### config.mk
export PLATFORM = sky130hd
export DESIGN_NAME = adsr_envelope_level_unit_flat
export DESIGN_NICKNAME = d
export VERILOG_FILES = /design/src/aeu_pkg.sv /design/src/aeu_req_if.sv /design/src/aeu_rsp_if.sv /design/src/adsr_envelope_level_unit.sv /design/src/aeu_front.sv /design/src/aeu_queue.sv /design/src/aeu_back.sv /design/src/flat_wrapper.sv
export SDC_FILE = /design/constraint.sdc
export NUM_CORES = 2
export LEC_CHECK = 0
export BUFFER_PORTS_ARGS = -buffer_cell sky130_fd_sc_hd__buf_2
export CORE_ASPECT_RATIO = 1.5
export CORE_MARGIN = 1.5
export CORE_UTILIZATION = 58
export CTS_CLUSTER_DIAMETER = 50
export DETAILED_ROUTE_END_ITERATION = 8
export HOLD_SLACK_MARGIN = 0.05
export PLACE_DENSITY = 0.77
export SLEW_MARGIN = 5
export SYNTH_ARGS = -nofsm -noshare
export SYNTH_HDL_FRONTEND = slang
export SYNTH_SLANG_ARGS = --single-unit
### constraint.sdc
create_clock -name clock -period 35.6 [get_ports clock]
set_input_delay 3.56 -clock clock [delete_from_list [all_inputs] [get_ports clock]]
set_output_delay 3.56 -clock clock [all_outputs]
set_load 0.05 [all_outputs]
### src/aeu_pkg.sv
package aeu_pkg;

   // Field widths.
   localparam int TIME_W      = 22;
   localparam int LEN_W       = 20;
   localparam int LEVEL_W     = 15;
   localparam int STAGE_W     = 3;
   // Signed distance of a time index from a stage end.
   localparam int DIST_W      = TIME_W + 1;
   // Product of a ramp offset and a level step.
   localparam int PROD_W      = LEN_W + LEVEL_W;
   // One quotient bit per divider stage; the quotient never exceeds a level step.
   localparam int DIV_STEPS   = LEVEL_W;

   // Queue between the classifier and the arithmetic back end.
   localparam int QUEUE_DEPTH = 4;
   localparam int QUEUE_AW    = $clog2(QUEUE_DEPTH);

   // Register port.
   localparam int CSR_INDEX_W = 3;
   localparam int CSR_DATA_W  = LEN_W;

   localparam logic [CSR_INDEX_W-1:0] CSR_ATTACK_LENGTH  = 3'd0;
   localparam logic [CSR_INDEX_W-1:0] CSR_DECAY_LENGTH   = 3'd1;
   localparam logic [CSR_INDEX_W-1:0] CSR_SUSTAIN_LENGTH = 3'd2;
   localparam logic [CSR_INDEX_W-1:0] CSR_RELEASE_LENGTH = 3'd3;
   localparam logic [CSR_INDEX_W-1:0] CSR_PEAK_LEVEL     = 3'd4;
   localparam logic [CSR_INDEX_W-1:0] CSR_HOLD_LEVEL     = 3'd5;

   // Register values after reset.
   localparam logic [LEN_W-1:0]   RESET_ATTACK_LENGTH  = 20'd8000;
   localparam logic [LEN_W-1:0]   RESET_DECAY_LENGTH   = 20'd12000;
   localparam logic [LEN_W-1:0]   RESET_SUSTAIN_LENGTH = 20'd40000;
   localparam logic [LEN_W-1:0]   RESET_RELEASE_LENGTH = 20'd20000;
   localparam logic [LEVEL_W-1:0] RESET_PEAK_LEVEL     = 15'd2500;
   localparam logic [LEVEL_W-1:0] RESET_HOLD_LEVEL     = 15'd1500;

   typedef enum logic [STAGE_W-1:0] {
      STAGE_ATTACK  = 3'd0,
      STAGE_DECAY   = 3'd1,
      STAGE_SUSTAIN = 3'd2,
      STAGE_RELEASE = 3'd3,
      STAGE_DONE    = 3'd4
   } stage_type;

   typedef struct packed {
      logic [LEN_W-1:0]   attack_length;
      logic [LEN_W-1:0]   decay_length;
      logic [LEN_W-1:0]   sustain_length;
      logic [LEN_W-1:0]   release_length;
      logic [LEVEL_W-1:0] peak_level;
      logic [LEVEL_W-1:0] hold_level;
   } cfg_type;

   // One classified item: level = start -/+ ramp(offset * delta / length).
   typedef struct packed {
      stage_type          stage;
      logic [LEVEL_W-1:0] start_level;
      logic [LEVEL_W-1:0] delta;
      logic               down;
      logic [LEN_W-1:0]   offset;
      logic [LEN_W-1:0]   length;
   } job_type;

endpackage

### src/aeu_req_if.sv
interface aeu_req_if import aeu_pkg::*; ();
   logic              valid;
   logic              ready;
   logic [TIME_W-1:0] time_index;

   modport source (output valid, output time_index, input ready);
   modport sink (input valid, input time_index, output ready);
endinterface

### src/aeu_rsp_if.sv
interface aeu_rsp_if import aeu_pkg::*; ();
   logic               valid;
   logic               ready;
   logic [LEVEL_W-1:0] level;
   logic [STAGE_W-1:0] stage;

   modport source (output valid, output level, output stage, input ready);
   modport sink (input valid, input level, input stage, output ready);
endinterface

### src/adsr_envelope_level_unit.sv
// Linear ADSR envelope level: one beat in, one beat out, in order.
// Path from request to result: four classifier stages, the queue, the multiplier,
// a 15-stage divider and the output register.
// Throughput: one beat per cycle unless stalled; a four-entry queue lets each half stall on its own.
// Reset (synchronous, active high) empties all stages and loads the default registers.
module adsr_envelope_level_unit import aeu_pkg::*; (
   input  logic                   clock,
   input  logic                   reset,
   aeu_req_if.sink                req_ch,
   aeu_rsp_if.source              rsp_ch,
   input  logic                   csr_wr_en,
   input  logic [CSR_INDEX_W-1:0] csr_index,
   input  logic [CSR_DATA_W-1:0]  csr_data
);

   cfg_type cfg_ff, cfg_in;
   logic    front_valid, front_ready;
   job_type front_job;
   logic    back_valid, back_ready;
   job_type back_job;

   // Register writes; bits above a register's width and unknown indexes are dropped.
   always_comb begin
      cfg_in = cfg_ff;
      if (csr_wr_en) begin
         case (csr_index)
            CSR_ATTACK_LENGTH:  cfg_in.attack_length  = csr_data[LEN_W-1:0];
            CSR_DECAY_LENGTH:   cfg_in.decay_length   = csr_data[LEN_W-1:0];
            CSR_SUSTAIN_LENGTH: cfg_in.sustain_length = csr_data[LEN_W-1:0];
            CSR_RELEASE_LENGTH: cfg_in.release_length = csr_data[LEN_W-1:0];
            CSR_PEAK_LEVEL:     cfg_in.peak_level     = csr_data[LEVEL_W-1:0];
            CSR_HOLD_LEVEL:     cfg_in.hold_level     = csr_data[LEVEL_W-1:0];
            default:            cfg_in = cfg_ff;
         endcase
      end
   end

   always_ff @(posedge clock) begin
      if (reset) begin
         cfg_ff.attack_length  <= RESET_ATTACK_LENGTH;
         cfg_ff.decay_length   <= RESET_DECAY_LENGTH;
         cfg_ff.sustain_length <= RESET_SUSTAIN_LENGTH;
         cfg_ff.release_length <= RESET_RELEASE_LENGTH;
         cfg_ff.peak_level     <= RESET_PEAK_LEVEL;
         cfg_ff.hold_level     <= RESET_HOLD_LEVEL;
      end else begin
         cfg_ff <= cfg_in;
      end
   end

   aeu_front u_front (
      .clock     (clock),
      .reset     (reset),
      .req       (req_ch),
      .cfg       (cfg_ff),
      .job_valid (front_valid),
      .job       (front_job),
      .job_ready (front_ready)
   );

   aeu_queue u_queue (
      .clock      (clock),
      .reset      (reset),
      .push_valid (front_valid),
      .push_data  (front_job),
      .push_ready (front_ready),
      .pop_valid  (back_valid),
      .pop_data   (back_job),
      .pop_ready  (back_ready)
   );

   aeu_back u_back (
      .clock     (clock),
      .reset     (reset),
      .job_valid (back_valid),
      .job       (back_job),
      .job_ready (back_ready),
      .rsp       (rsp_ch)
   );

   // A sustain beat carries the hold level unchanged.
   assert property (@(posedge clock) disable iff (reset)
      (rsp_ch.valid && rsp_ch.stage == STAGE_SUSTAIN) |-> rsp_ch.level == cfg_ff.hold_level)
      else $error("sustain level differs from hold level");

   // The attack never overshoots the peak.
   assert property (@(posedge clock) disable iff (reset)
      (rsp_ch.valid && rsp_ch.stage == STAGE_ATTACK) |-> rsp_ch.level <= cfg_ff.peak_level)
      else $error("attack level above peak");

endmodule

### src/aeu_front.sv
module aeu_front import aeu_pkg::*; (
   input  logic    clock,
   input  logic    reset,
   aeu_req_if.sink req,
   input  cfg_type cfg,
   output logic    job_valid,
   output job_type job,
   input  logic    job_ready
);

   // Distances of the time index from each stage end, one subtraction per stage.
   typedef struct packed {
      logic [TIME_W-1:0] t;
      logic [DIST_W-1:0] r1;
      logic [DIST_W-1:0] r2;
      logic [DIST_W-1:0] r3;
      logic [DIST_W-1:0] r4;
   } front_stage_type;

   function automatic logic at_or_before(input logic [DIST_W-1:0] r);
      return r[DIST_W-1] | (r == '0);
   endfunction

   front_stage_type    s1_ff, s2_ff, s3_ff, s4_ff;
   front_stage_type    s1_in, s2_in, s3_in, s4_in;
   logic [3:0]         valid_ff;
   logic               advance;
   logic [LEVEL_W-1:0] end_level;

   // The whole front moves together whenever its last stage can hand over.
   assign advance   = !valid_ff[3] || job_ready;
   assign req.ready = advance;
   assign job_valid = valid_ff[3];

   always_comb begin
      s1_in    = '0;
      s1_in.t  = req.time_index;
      s1_in.r1 = {1'b0, req.time_index} - {{(DIST_W-LEN_W){1'b0}}, cfg.attack_length};
      s2_in    = s1_ff;
      s2_in.r2 = s1_ff.r1 - {{(DIST_W-LEN_W){1'b0}}, cfg.decay_length};
      s3_in    = s2_ff;
      s3_in.r3 = s2_ff.r2 - {{(DIST_W-LEN_W){1'b0}}, cfg.sustain_length};
      s4_in    = s3_ff;
      s4_in.r4 = s3_ff.r3 - {{(DIST_W-LEN_W){1'b0}}, cfg.release_length};
   end

   always_ff @(posedge clock) begin
      if (reset) begin
         valid_ff <= '0;
      end else if (advance) begin
         valid_ff <= {valid_ff[2:0], req.valid};
      end
   end

   always_ff @(posedge clock) begin
      if (advance) begin
         s1_ff <= s1_in;
         s2_ff <= s2_in;
         s3_ff <= s3_in;
         s4_ff <= s4_in;
      end
   end

   // Classify the item and set up its ramp. A zero-length stage gives its end level.
   always_comb begin
      job       = '0;
      end_level = '0;
      if (at_or_before(s4_ff.r1)) begin
         job.stage       = STAGE_ATTACK;
         job.start_level = '0;
         job.delta       = cfg.peak_level;
         job.down        = 1'b0;
         job.offset      = s4_ff.t[LEN_W-1:0];
         job.length      = cfg.attack_length;
         end_level       = cfg.peak_level;
      end else if (at_or_before(s4_ff.r2)) begin
         job.stage       = STAGE_DECAY;
         job.start_level = cfg.peak_level;
         job.down        = cfg.hold_level < cfg.peak_level;
         job.delta       = job.down ? cfg.peak_level - cfg.hold_level
                                    : cfg.hold_level - cfg.peak_level;
         job.offset      = s4_ff.r1[LEN_W-1:0];
         job.length      = cfg.decay_length;
         end_level       = cfg.hold_level;
      end else if (at_or_before(s4_ff.r3)) begin
         job.stage       = STAGE_SUSTAIN;
         job.start_level = cfg.hold_level;
         job.length      = LEN_W'(1);
         end_level       = cfg.hold_level;
      end else if (at_or_before(s4_ff.r4)) begin
         job.stage       = STAGE_RELEASE;
         job.start_level = cfg.hold_level;
         job.delta       = cfg.hold_level;
         job.down        = 1'b1;
         job.offset      = s4_ff.r3[LEN_W-1:0];
         job.length      = cfg.release_length;
      end else begin
         job.stage       = STAGE_DONE;
         job.length      = LEN_W'(1);
      end
      if (job.length == '0) begin
         job.start_level = end_level;
         job.delta       = '0;
         job.offset      = '0;
         job.length      = LEN_W'(1);
      end
   end

endmodule

### src/aeu_queue.sv
module aeu_queue import aeu_pkg::*; (
   input  logic    clock,
   input  logic    reset,
   input  logic    push_valid,
   input  job_type push_data,
   output logic    push_ready,
   output logic    pop_valid,
   output job_type pop_data,
   input  logic    pop_ready
);

   job_type             entry_ff [QUEUE_DEPTH];
   logic [QUEUE_AW-1:0] wr_ptr_ff, wr_ptr_in;
   logic [QUEUE_AW-1:0] rd_ptr_ff, rd_ptr_in;
   logic [QUEUE_AW:0]   count_ff, count_in;
   logic                push, pop;

   assign push_ready = count_ff != (QUEUE_AW+1)'(QUEUE_DEPTH);
   assign pop_valid  = count_ff != '0;
   assign pop_data   = entry_ff[rd_ptr_ff];
   assign push       = push_valid && push_ready;
   assign pop        = pop_valid && pop_ready;

   // Pointer and fill count update; pointers wrap at the queue depth.
   always_comb begin
      wr_ptr_in = wr_ptr_ff;
      rd_ptr_in = rd_ptr_ff;
      if (push) begin
         wr_ptr_in = (wr_ptr_ff == QUEUE_AW'(QUEUE_DEPTH - 1)) ? '0 : wr_ptr_ff + QUEUE_AW'(1);
      end
      if (pop) begin
         rd_ptr_in = (rd_ptr_ff == QUEUE_AW'(QUEUE_DEPTH - 1)) ? '0 : rd_ptr_ff + QUEUE_AW'(1);
      end
      count_in = count_ff + (QUEUE_AW+1)'(push) - (QUEUE_AW+1)'(pop);
   end

   always_ff @(posedge clock) begin
      if (reset) begin
         wr_ptr_ff <= '0;
         rd_ptr_ff <= '0;
         count_ff  <= '0;
      end else begin
         wr_ptr_ff <= wr_ptr_in;
         rd_ptr_ff <= rd_ptr_in;
         count_ff  <= count_in;
      end
   end

   always_ff @(posedge clock) begin
      if (push) begin
         entry_ff[wr_ptr_ff] <= push_data;
      end
   end

   // The fill count never passes the depth.
   assert property (@(posedge clock) disable iff (reset)
      count_ff <= (QUEUE_AW+1)'(QUEUE_DEPTH))
      else $error("queue fill count above depth");

   // The fill count follows the beats pushed and popped.
   assert property (@(posedge clock) disable iff (reset)
      !$past(reset) |->
         count_ff == $past(count_ff) + (QUEUE_AW+1)'($past(push))
                     - (QUEUE_AW+1)'($past(pop)))
      else $error("queue fill count out of step with push and pop");

endmodule

### src/aeu_back.sv
module aeu_back import aeu_pkg::*; (
   input  logic      clock,
   input  logic      reset,
   input  logic      job_valid,
   input  job_type   job,
   output logic      job_ready,
   aeu_rsp_if.source rsp
);

   typedef struct packed {
      logic [PROD_W-1:0]  prod;
      logic [LEN_W-1:0]   length;
      logic [LEVEL_W-1:0] start_level;
      logic               down;
      stage_type          stage;
   } mul_stage_type;

   // Partial remainder and dividend bits still to come, which turn into quotient bits.
   typedef struct packed {
      logic [LEN_W-1:0]   rem;
      logic [LEVEL_W-1:0] lo;
      logic [LEN_W-1:0]   length;
      logic [LEVEL_W-1:0] start_level;
      logic               down;
      stage_type          stage;
   } div_stage_type;

   function automatic div_stage_type div_step(input div_stage_type s);
      div_stage_type  n;
      logic [LEN_W:0] trial;
      logic           qbit;
      n     = s;
      trial = {s.rem, s.lo[LEVEL_W-1]};
      qbit  = trial >= {1'b0, s.length};
      if (qbit) begin
         n.rem = LEN_W'(trial - {1'b0, s.length});
      end else begin
         n.rem = trial[LEN_W-1:0];
      end
      n.lo = {s.lo[LEVEL_W-2:0], qbit};
      return n;
   endfunction

   mul_stage_type          mul_ff, mul_in;
   logic                   mul_valid_ff;
   div_stage_type          div_ff [DIV_STEPS];
   div_stage_type          div_first;
   logic [DIV_STEPS-1:0]   div_valid_ff;
   logic                   out_valid_ff;
   logic [LEVEL_W-1:0]     out_level_ff, out_level_in;
   stage_type              out_stage_ff;
   logic                   advance;

   // The back end moves as one whenever the output register is free or being taken.
   assign advance   = !out_valid_ff || rsp.ready;
   assign job_ready = advance;

   // Multiply the ramp offset by the level step.
   always_comb begin
      mul_in.prod        = PROD_W'(job.offset) * PROD_W'(job.delta);
      mul_in.length      = job.length;
      mul_in.start_level = job.start_level;
      mul_in.down        = job.down;
      mul_in.stage       = job.stage;
   end

   // The upper product bits stay below the length, so one quotient bit per step suffices.
   always_comb begin
      div_first.rem         = mul_ff.prod[PROD_W-1 -: LEN_W];
      div_first.lo          = mul_ff.prod[LEVEL_W-1:0];
      div_first.length      = mul_ff.length;
      div_first.start_level = mul_ff.start_level;
      div_first.down        = mul_ff.down;
      div_first.stage       = mul_ff.stage;
   end

   // Floor for rising ramps, ceiling subtracted for falling ones.
   always_comb begin
      if (div_ff[DIV_STEPS-1].down) begin
         out_level_in = div_ff[DIV_STEPS-1].start_level - div_ff[DIV_STEPS-1].lo
                        - LEVEL_W'(div_ff[DIV_STEPS-1].rem != '0);
      end else begin
         out_level_in = div_ff[DIV_STEPS-1].start_level + div_ff[DIV_STEPS-1].lo;
      end
   end

   always_ff @(posedge clock) begin
      if (reset) begin
         mul_valid_ff <= 1'b0;
         div_valid_ff <= '0;
         out_valid_ff <= 1'b0;
      end else if (advance) begin
         mul_valid_ff <= job_valid;
         div_valid_ff <= {div_valid_ff[DIV_STEPS-2:0], mul_valid_ff};
         out_valid_ff <= div_valid_ff[DIV_STEPS-1];
      end
   end

   always_ff @(posedge clock) begin
      if (advance) begin
         mul_ff    <= mul_in;
         div_ff[0] <= div_step(div_first);
         for (int k = 1; k < DIV_STEPS; k++) begin
            div_ff[k] <= div_step(div_ff[k-1]);
         end
         out_level_ff <= out_level_in;
         out_stage_ff <= div_ff[DIV_STEPS-1].stage;
      end
   end

   assign rsp.valid = out_valid_ff;
   assign rsp.level = out_level_ff;
   assign rsp.stage = out_stage_ff;

   // Past the release the level is always zero.
   assert property (@(posedge clock) disable iff (reset)
      (out_valid_ff && out_stage_ff == STAGE_DONE) |-> out_level_ff == '0)
      else $error("nonzero level after release");

endmodule

### src/flat_wrapper.sv
// flat-port wrapper written by rule: the top's interface ports become plain ports
module adsr_envelope_level_unit_flat import aeu_pkg::*;
  (clock, reset, csr_wr_en, csr_index, csr_data, req_ch_valid, req_ch_time_index, req_ch_ready, rsp_ch_valid, rsp_ch_level, rsp_ch_stage, rsp_ch_ready);
  aeu_req_if req_ch_i ();
  aeu_rsp_if rsp_ch_i ();
  input  logic clock;
  input  logic reset;
  input  logic csr_wr_en;
  input  logic [CSR_INDEX_W-1:0] csr_index;
  input  logic [CSR_DATA_W-1:0] csr_data;
  input wire logic [$bits(req_ch_i.valid)-1:0] req_ch_valid;
  input wire logic [$bits(req_ch_i.time_index)-1:0] req_ch_time_index;
  output wire logic [$bits(req_ch_i.ready)-1:0] req_ch_ready;
  output wire logic [$bits(rsp_ch_i.valid)-1:0] rsp_ch_valid;
  output wire logic [$bits(rsp_ch_i.level)-1:0] rsp_ch_level;
  output wire logic [$bits(rsp_ch_i.stage)-1:0] rsp_ch_stage;
  input wire logic [$bits(rsp_ch_i.ready)-1:0] rsp_ch_ready;
  assign req_ch_i.valid = req_ch_valid;
  assign req_ch_i.time_index = req_ch_time_index;
  assign req_ch_ready = req_ch_i.ready;
  assign rsp_ch_valid = rsp_ch_i.valid;
  assign rsp_ch_level = rsp_ch_i.level;
  assign rsp_ch_stage = rsp_ch_i.stage;
  assign rsp_ch_i.ready = rsp_ch_ready;
  adsr_envelope_level_unit u_core (.clock(clock), .reset(reset), .req_ch(req_ch_i), .rsp_ch(rsp_ch_i), .csr_wr_en(csr_wr_en), .csr_index(csr_index), .csr_data(csr_data));
endmodule
==> impl_metrics.tcl <==
set metrics [dict create \
    grt_overflow 0 \
    drive_above_1_share 0.0938 \
    crit_arrival_ns 9.68 \
    async_flop_share 0 \
    yosysSeqAreaShare 0.580 \
    routed.top_layer "met4" \
    worstSkewPairLatency_ns 0.87 \
    netlist_top_cells_area "edfxtp_1 55%, ha_1 7.1%, fa_1 5.3%" \
    start_util 0.583 \
    path_clk_slew_ns 0.06 \
    tightest_slew_ns 1.24 \
    crit_type "reg -> reg" \
    setup-violations-final 0 \
    syn_area_um2 97500 \
    grt_pass1_wl_um 361000 \
    cts_resized 0 \
    worstPathRequired_ns 36.19 \
    cts_tree "done" \
    yosys_warnings 0 \
    core_um2 167000 \
    finalSetupTns_ns 0 \
    drtIter0Drc 4343 \
    rsz0062_at_grt "false" \
    whs_ns 0.386 \
    synth_edf_count 1788 \
    cap_violations 0 \
    hold_class "reg -> reg" \
    synth_cells 7726 \
    grt_usage 0.285 \
    synth_area_leader_cell "edfxtp_1" \
    synth_top_area_frac 0.551 \
    yosys-top-cells-count "1,788 x edfxtp_1, 829 x inv_1, 651 x nand2_1" \
    instances_no_fill 10200 \
    place_inst 9906 \
    yosysMostFrequentCell "edfxtp_1" \
    dp.final_hpwl_um 180000 \
    cp-end-kind "flop" \
    wl_met1_um 77300 \
    die_h_um 505 \
    hold_viol 0 \
    clockRootBuffer "clkbuf_16" \
    synth_cell_types 97 \
    wire_per_inst_um 23.6 \
    wl_met3_um 9500 \
    avgSynthCellArea_um2 12.6 \
    grt_antenna_before_repair 6 \
    max_slew_margin 0.172 \
    vias 60200 \
    dr.pass1.iters 6 \
    grt_max_degree 219 \
    cts_made_buffers 178 \
    die_width_um 338 \
    dieArea_um2 171000 \
    synth_nets 8588 \
    cts_buffer_depth 3 \
    boundaryPins 70 \
    fillers 12400 \
    finalCritPeriodShare 0.255 \
    cts_hold_buf 0 \
    synth_flop_cell "edfxtp_1" \
    gp_congestion 0.979 \
    maxSlewViolCount 0 \
    avgViaCountPerCell 5.88 \
    crit_fanout 58 \
    clock_sinks 1928 \
    antenna_left 0 \
    wl_met2_um 130000 \
    htreeDepth 4 \
    drcViolationCount 0 \
    area_delta_synth_final_pct 9.37 \
    clock.fmax_ghz 0.110 \
    portBuffers 69 \
    grt_pass1_vias 62500 \
    clock_skew_ns 0.0718 \
    synth-seq-cells 1928 \
    final_nets 8716 \
    cts_setup_buffers 0 \
    routed_wl_um 241000 \
    status "finished, final reports clean" \
    period_needed_ns 9.09 \
    worst_setup_path_start_kind "flop" \
    rows 184 \
]
[kinds of logic after synthesis]
| logic type | share of synthesized area |
|---|---|
| AO/OA/AOI/OAI | 0.0926 |
| adder cells (fa/ha/maj) | 0.124 |
| buffers and inverters | 0.0401 |
| AND/OR/NAND/NOR | 0.0901 |
| flip-flops | 0.580 |
| XOR/XNOR | 0.0304 |
| multiplexers | 0.0432 |
[final cells by class]
class | count | area (um^2) | area share
flip-flops and latches | 1928 | 56500 | 0.530
multi-input cells | 4783 | 37100 | 0.348
clock buffers | 232 | 4820 | 0.0452
inverters | 831 | 3130 | 0.0294
well taps | 2232 | 2790 | 0.0262
clock inverters | 99 | 1330 | 0.0125
repair buffers | 132 | 858 | 0.00805
diodes | 12 | 30.0 | 0.000282
[flip-flops by register name, indices dropped and copies added, names as in the netlist, 3 cells and up, named ones only]
| register | flops |
|---|---|
| u_core.u_front.s3_ff | 89 |
| u_core.u_front.s1_ff | 43 |
| u_core.u_front.valid_ff | 4 |
| u_core.u_front.s2_ff | 66 |
| u_core.u_back.div_valid_ff | 15 |
| u_core.u_front.s4_ff | 112 |
| u_core.u_queue.entry_ff | 296 |
| u_core.u_queue.count_ff | 3 |
| u_core.u_back.rsp.level | 15 |
| u_core.u_back.rsp.stage | 3 |
| u_core.u_back.div_first | 74 |
| u_core.cfg_ff | 110 |
| u_core.u_back.div_ff | 1090 |
[worst max-delay path, cell delays in order, from the launching register on]
cell      delay [ns]
dfxtp_4         0.62
buf_4           0.53
buf_4           0.68
nand2_1         0.17
o21ai_1         0.47
nor2_1          0.14
fa_1            0.57
inv_1           0.06
fa_1            0.44
fa_1            0.52
fa_1            0.56
inv_1           0.05
fa_1            0.48
inv_1           0.06
fa_1            0.48
inv_1           0.04
ha_1            0.28
o21ai_0         0.08
nor2_1          0.12
nor3b_1         0.47
a21oi_1         0.25
o31ai_1         0.85
o41ai_2         0.22
o311ai_1        0.32
a21oi_1         0.12
xnor2_1         0.13
[cells in the final DEF (no fill, tap or decap), types with 43 or more instances in the layout]
cell type | Yosys | final
nor2b_1 | 90 | 90
fa_1 | 257 | 257
xor2_1 | 95 | 95
a21o_1 | 75 | 75
edfxtp_1 | 1788 | 1788
nand2_1 | 651 | 651
o21a_1 | 115 | 114
buf_2 | 45 | 68
inv_1 | 829 | 827
mux2i_1 | 67 | 67
buf_4 | 3 | 61
nand3_1 | 80 | 80
xnor2_1 | 243 | 243
mux4_2 | 49 | 49
nor4_1 | 43 | 43
ha_1 | 555 | 555
clkbuf_16 | 0 | 182
and2_1 | 43 | 43
nand4_1 | 60 | 60
dfxtp_1 | 140 | 138
nand2b_1 | 73 | 73
mux2_2 | 211 | 211
nor3_1 | 130 | 130
a21oi_1 | 423 | 423
nor2_1 | 585 | 582
o21ai_0 | 281 | 275
[through the flow]
step                      area, um^2  utilization  setup WS (ns)
after floorplan                97500            -           1.80
after global placement        100000        0.601          26.54
after detailed placement      100000        0.601          26.44
after CTS                     107000        0.638          26.45
after global routing          107000        0.638          25.92
final                         107000        0.638          26.51
[final timing paths]
path / startpoint / to / slack (ns) / depth (start not counted)
min: u_core.u_back.div_ff[0][2] / u_core.u_back.div_ff[0][76] / 0.39 / 0
max: flop / u_core.u_back.div_first[73] / 26.51 / 25
max reg2reg: flop / u_core.u_back.div_first[73] / 26.51 / 25
min reg2reg: u_core.u_back.div_ff[0][2] / u_core.u_back.div_ff[0][76] / 0.39 / 0
[layer usage]
layer | vias to the layer above | track usage
met1 | 29600 | 0.269
li1 | 28100 | -
met5 | - | 0
met4 | 0 | 0.248
met3 | 760 | 0.0355
met2 | 1759 | 0.531
Power is not shown: default switching activity piles up to over one toggle a cycle in this logic, so the estimate is an artifact.
